$ cat src/design/assert_macros.svh
// ----------------------------------------------------------------------------
// assert_macros.svh
// Concurrent assertion macros used by planar_odometry_integrator.
// ----------------------------------------------------------------------------
`ifndef ASSERT_MACROS_SVH
`define ASSERT_MACROS_SVH
`ifndef SYNTH
`define POI_ASSERT_PROP(lbl, clk, rstn, prop) \
    lbl: assert property (@(posedge clk) disable iff (!rstn) prop) \
        else $error("assertion failed");
`define POI_ASSERT_NEVER(lbl, clk, rstn, expr) \
    lbl: assert property (@(posedge clk) disable iff (!rstn) !(expr)) \
        else $error("forbidden condition");
`else
`define POI_ASSERT_PROP(lbl, clk, rstn, prop)
`define POI_ASSERT_NEVER(lbl, clk, rstn, expr)
`endif
`endif

$ cat src/design/poi_pkg.sv
// ----------------------------------------------------------------------------
// poi_pkg
// Types, constants and helper functions of the planar odometry integrator.
// ----------------------------------------------------------------------------
package poi_pkg;

    localparam int CORDIC_STEPS_DEF = 16;
    localparam int ANGLE_BITS_DEF   = 16;
    localparam int XY_W             = 34;
    localparam int MUL_W            = 33;
    localparam int PROD_W           = 2 * MUL_W;
    localparam logic [31:0] INV_TWO_PI_Q32 = 32'd683565276;
    localparam logic signed [XY_W-1:0] CORDIC_KINV_Q30 = 34'sd652032874;
    localparam logic [15:0] GAIN_RESET = 16'd4096;

    typedef enum logic [4:0] {
        ST_IDLE, ST_SX, ST_SY, ST_SYW, ST_CWAIT,
        ST_M1, ST_M2, ST_M3, ST_M4, ST_M5, ST_M6, ST_M7, ST_M8, ST_M9, ST_M10,
        ST_QWAIT, ST_LOAD
    } poi_state_t;

    typedef struct packed {
        logic        start;
        logic [31:0] angle;
    } cordic_req_t;

    typedef struct packed {
        logic                   done;
        logic                   busy;
        logic signed [XY_W-1:0] cos_v;
        logic signed [XY_W-1:0] sin_v;
    } cordic_rsp_t;

    function automatic logic [31:0] atan_turn(input logic [4:0] idx);
        logic [31:0] r;
        unique case (idx)
            5'd0:  r = 32'd536870912;
            5'd1:  r = 32'd316933405;
            5'd2:  r = 32'd167458907;
            5'd3:  r = 32'd85004756;
            5'd4:  r = 32'd42667331;
            5'd5:  r = 32'd21354465;
            5'd6:  r = 32'd10680350;
            5'd7:  r = 32'd5340245;
            5'd8:  r = 32'd2670163;
            5'd9:  r = 32'd1335087;
            5'd10: r = 32'd667544;
            5'd11: r = 32'd333772;
            5'd12: r = 32'd166886;
            5'd13: r = 32'd83443;
            5'd14: r = 32'd41721;
            5'd15: r = 32'd20860;
            5'd16: r = 32'd10430;
            5'd17: r = 32'd5215;
            5'd18: r = 32'd2607;
            5'd19: r = 32'd1303;
            5'd20: r = 32'd651;
            5'd21: r = 32'd325;
            5'd22: r = 32'd162;
            5'd23: r = 32'd81;
            default: r = 32'd0;
        endcase
        return r;
    endfunction

    function automatic logic [23:0] sat_s24(input logic signed [PROD_W-1:0] v);
        logic [23:0] r;
        if (v > 66'sd8388607) begin
            r = 24'h7FFFFF;
        end else if (v < -66'sd8388608) begin
            r = 24'h800000;
        end else begin
            r = v[23:0];
        end
        return r;
    endfunction

    function automatic logic [31:0] sat_s32(input logic signed [PROD_W-1:0] v);
        logic [31:0] r;
        if (v > 66'sd2147483647) begin
            r = 32'h7FFFFFFF;
        end else if (v < -66'sd2147483648) begin
            r = 32'h80000000;
        end else begin
            r = v[31:0];
        end
        return r;
    endfunction

    function automatic logic [15:0] to_q15(input logic signed [XY_W-1:0] v);
        logic signed [XY_W:0] t;
        logic [15:0] r;
        t = ($signed({v[XY_W-1], v}) + 35'sd16384) >>> 15;
        if (t > 35'sd32767) begin
            r = 16'h7FFF;
        end else if (t < -35'sd32768) begin
            r = 16'h8000;
        end else begin
            r = t[15:0];
        end
        return r;
    endfunction

endpackage

$ cat src/design/poi_mul.sv
// ----------------------------------------------------------------------------
// poi_mul
// Shared signed multiplier with a registered product.
// ----------------------------------------------------------------------------
module poi_mul
    import poi_pkg::*;
(
    input  logic                     aclk,
    input  logic signed [MUL_W-1:0]  op_a,
    input  logic signed [MUL_W-1:0]  op_b,
    output logic signed [PROD_W-1:0] prod
);

    logic signed [PROD_W-1:0] prod_reg;

    always_ff @(posedge aclk) begin
        prod_reg <= op_a * op_b;
    end

    assign prod = prod_reg;

endmodule

$ cat config.mk
export PLATFORM = sky130hd
export DESIGN_NAME = poi_mul
export DESIGN_NICKNAME = d
export VERILOG_FILES = /design/src/design/assert_macros.svh /design/src/design/poi_pkg.sv /design/src/design/poi_mul.sv
export SDC_FILE = /design/constraint.sdc
export NUM_CORES = 2
export LEC_CHECK = 0
export ABC_AREA = 0
export BUFFER_PORTS_ARGS = -buffer_cell sky130_fd_sc_hd__buf_2
export CORE_MARGIN = 2
export CORE_UTILIZATION = 55
export DETAILED_ROUTE_END_ITERATION = 10
export PLACE_DENSITY = 0.7
export SETUP_SLACK_MARGIN = 0.2
export SYNTH_ARGS = -nofsm -noshare
export SYNTH_HDL_FRONTEND = slang
export SYNTH_SLANG_ARGS = --single-unit
export TNS_END_PERCENT = 10
$ cat constraint.sdc
create_clock -name aclk -period 21.3 [get_ports aclk]
set_input_delay 2.13 -clock aclk [delete_from_list [all_inputs] [get_ports aclk]]
set_output_delay 2.13 -clock aclk [all_outputs]
set_load 0.005 [all_outputs]
### Word level (Yosys, flattened, before mapping)

Cells that the tools add are included.

* multiply operators: 1

Operator list (count)
* $mul A33 B33 Y66: 1

* register bits: 66
* input bits: 67
* logic and storage cells: 2

### Longest topological paths before layout

* depth in word-level cells: 1
* gate-level depth with buffers: 27
* depth with buffers taken out: 26

### Least setup slack after synthesis

OpenSTA, ideal clock, no wires.

* path kind: in2reg
* start: input op_a[32]
* end: register prod_reg[62] (netlist: prod[62])
* setup time: 0.079 ns
* arrival: 9.287 ns
* data required time: 21.221 ns
* setup slack: 11.934 ns
* cell stages on the path: 23
* buffers on the path: 2
* cells stage by stage: clkbuf_1 nand2_1 inv_1 fa_1 fa_1 fa_1 fa_1 fa_1 fa_1 fa_1 inv_1 fa_1 inv_1 ha_1 clkbuf_1 and3_1 nand3_1 nand2b_1 a2111oi_4 a211oi_4 a21o_2 a21o_1 a211oi_2

* word-level cells in the longest chain between the ends: 1

Ends and longest elaborated chain
* start, declared: RTL line poi_mul.sv:9 `input logic signed [MUL_W-1:0] op_a,`
* $mul A33 B33 Y66: RTL line poi_mul.sv:17 `prod_reg <= op_a * op_b;`
* end signal, assigned: RTL line poi_mul.sv:17
* end, declared: RTL line poi_mul.sv:14 `logic signed [PROD_W-1:0] prod_reg;`

No other way between the ends.

### Final worst setup path

* start: input op_b[7]
* end: register prod_reg[62] (netlist: prod[62])

* word-level cells in the longest chain between the ends: 1

Ends and longest elaborated chain
* start, declared: RTL line poi_mul.sv:10 `input logic signed [MUL_W-1:0] op_b,`
* $mul A33 B33 Y66: RTL line poi_mul.sv:17

No other way between the ends.

==> metrics.txt <==
Post-Layout Cell Count=about 5200; Async S/R FF share, synth=0%; die width=approximately 280 um; syn avg cell area=9.39 um2; Yosys warning count=0; Residual DRC=0; WP data required=around 22000 ps; Crit Path Class=in -> reg; Crit Path Max Fanout=33; worst slack at placement=~11000 ps; register bit total from synthesis=66; I/O Buffers=132; P&R area growth vs syn=3.52%; root buffer cell=clkbuf_16; hpwl dp=86.9 mm; DR pass1 iterations=5; Mapped Area=between 0.04 and 0.05 mm2; max-cap viol count=0; # nets final=5704; CP Capture Type=register; CTS tree=built; Setup crit start=op_b[7]; clk sinks=66; max-slew violations=0; most common cell in the netlist=fa_1; Synth Instances=~4300; number of flip-flops under the largest register name=66; Vias/cell=5.46; Net Count, Synth=between 5000 and 6000; hold path start=op_b[0]; cell depth of the worst hold path=2; largest net degree at the start of global routing=34; Cell Count Post-Placement=5223; # resized after CTS=0; Yosys cell types=80; status=complete, no violations; vias in the first global route=roughly 32000; share of the synthesized area in the top cell type=56.3%; area leader, netlist=fa_1; ys flop type=dfxtp_1; Slew headroom=28.0%; min Tclk post-route=9960 ps; Min Hold Slack=2330 ps; first-pass GRT wire length=173 mm; slew at the pin with the worst max-slew slack=1080 ps; hold path endpoint=prod[0]; fraction of layout cells with a size suffix above 1=approximately 4.6%; Tcrit/Tclk final=between 40% and 50%; setup-violating endpoint count in the final report=0; sequential area share after synthesis=3.24%; WL per Instance=20.1 um; CTS Buffer Depth=2; initial core utilization=55.7%; Post-CTS Setup Bufs=0; DRT antenna net count=0; Iteration-0 DRC Markers=1588; initial antenna violation count=6; synth top area cells=fa_1 56%, inv_1 10%, and2_1 8.6%; routability cong.=0.918; CP Data Arrival Time=10250 ps; Post-synth EDFFs=0; final hold vios=0; Clk pin slew, worst setup/hold paths=60 ps; hold_buf cts=0; total number of vias=roughly 29000; Final WS setup=11340 ps; Routed WL=105 mm; # IOs=133; TNS Setup=0 ps; Die Ht=276 um; CORE AREA=between 0.07 and 0.08 mm2; H-tree levels=3; Hold Crit Class=in -> reg; Total GRT Usage=about 30%; DIE AREA=0.0763 mm2; Congestion Overflow GR=0; FMAX=0.100 GHz; total CTS buffers=9; CP Launch Type=primary input; RSZ-0062 raised after global routing=no; row count=99; top post-synthesis cells by count=1145 x fa_1, 1131 x inv_1, 562 x and2_1
-- final cells by class --
| type | count | area [um2] |
|---|---|---|
| inverter | 1131 | 4250 |
| fill | 6468 | 30900 |
| sequential | 66 | 1320 |
| antenna | 2 | 5.00 |
| tap | 959 | 1200 |
| clock buffer | 12 | 256 |
| timing repair buffer | 147 | 773 |
| clock inverter | 4 | 50.0 |
| multi-input combinational | 2920 | 34300 |
-- worst max path at each step --
| stage | cells past startpoint | endpoint | slack [ps] |
|---|---|---|---|
| after global placement | 22 | prod[62] | 11120 |
| after detailed placement | 22 | prod[58] | 10970 |
| after CTS | 22 | prod[62] | 11360 |
| after floorplan | 23 | prod[62] | 11930 |
| final | 24 | prod[62] | 11340 |
| after global routing | 24 | prod[58] | 10880 |
-- per-stage QoR --
step	cell area (um2)	util, %
after floorplan	40700	-
after global placement	41900	57.3
after detailed placement	41900	57.3
after CTS	42200	57.7
after global routing	42200	57.7
final	42200	57.7
-- cells by family (layout without fill, tap and decap cells) --
group,Yosys count,in the layout,share of synthesized area (%)
xor+xnor,68,68,1.46
fa+ha+maj,1362,1362,62.9
simple gates,1271,1271,15.8
flops,66,66,3.24
other cells,0,2,0
buf+inv,1352,1294,12.5
compound gates,219,219,4.07
-- layer usage --
layer	vias to the layer above	track usage [%]	share of wire (%)
li1	12202	-	-
met1	15145	34.6	36
met4	2	16.3	6.4
met5	-	0	0.0066
met2	960	52.3	53
met3	292	3.67	5.4
-- critical path, cell delays in order --
cell,delay (ps)
buf_2,590
nand2_1,200
inv_1,130
fa_1,500
fa_1,530
inv_1,130
fa_1,560
inv_1,70
fa_1,1220
fa_1,590
fa_1,510
fa_1,490
inv_1,50
fa_1,480
inv_1,40
ha_1,430
and3_1,190
nand3_1,100
nand2b_1,240
a2111oi_4,350
a211oi_4,90
a21o_2,250
a21o_1,160
a211oi_2,150
-- cell usage in the layout, fill, tap and decap left out, types with 7 or more instances in the layout --
cell type / netlist / routed
ha_1: 217 / 217
fa_1: 1145 / 1145
o21bai_1: 11 / 11
a21oi_1: 57 / 57
nand2b_1: 12 / 12
clkbuf_16: 0 / 9
dfxtp_1: 66 / 66
buf_4: 0 / 15
nor3_1: 7 / 7
nand4_1: 11 / 11
a31oi_1: 8 / 8
xnor2_1: 43 / 43
inv_1: 1131 / 1131
o21ai_0: 25 / 25
xor2_1: 25 / 25
a211oi_1: 7 / 7
buf_2: 11 / 132
nand3_1: 25 / 25
nand2_1: 551 / 551
and2_1: 562 / 562
nor2_1: 68 / 68
a21o_1: 36 / 36
Power is not shown: default switching activity piles up to over one toggle a cycle in this logic, so the estimate is an artifact.
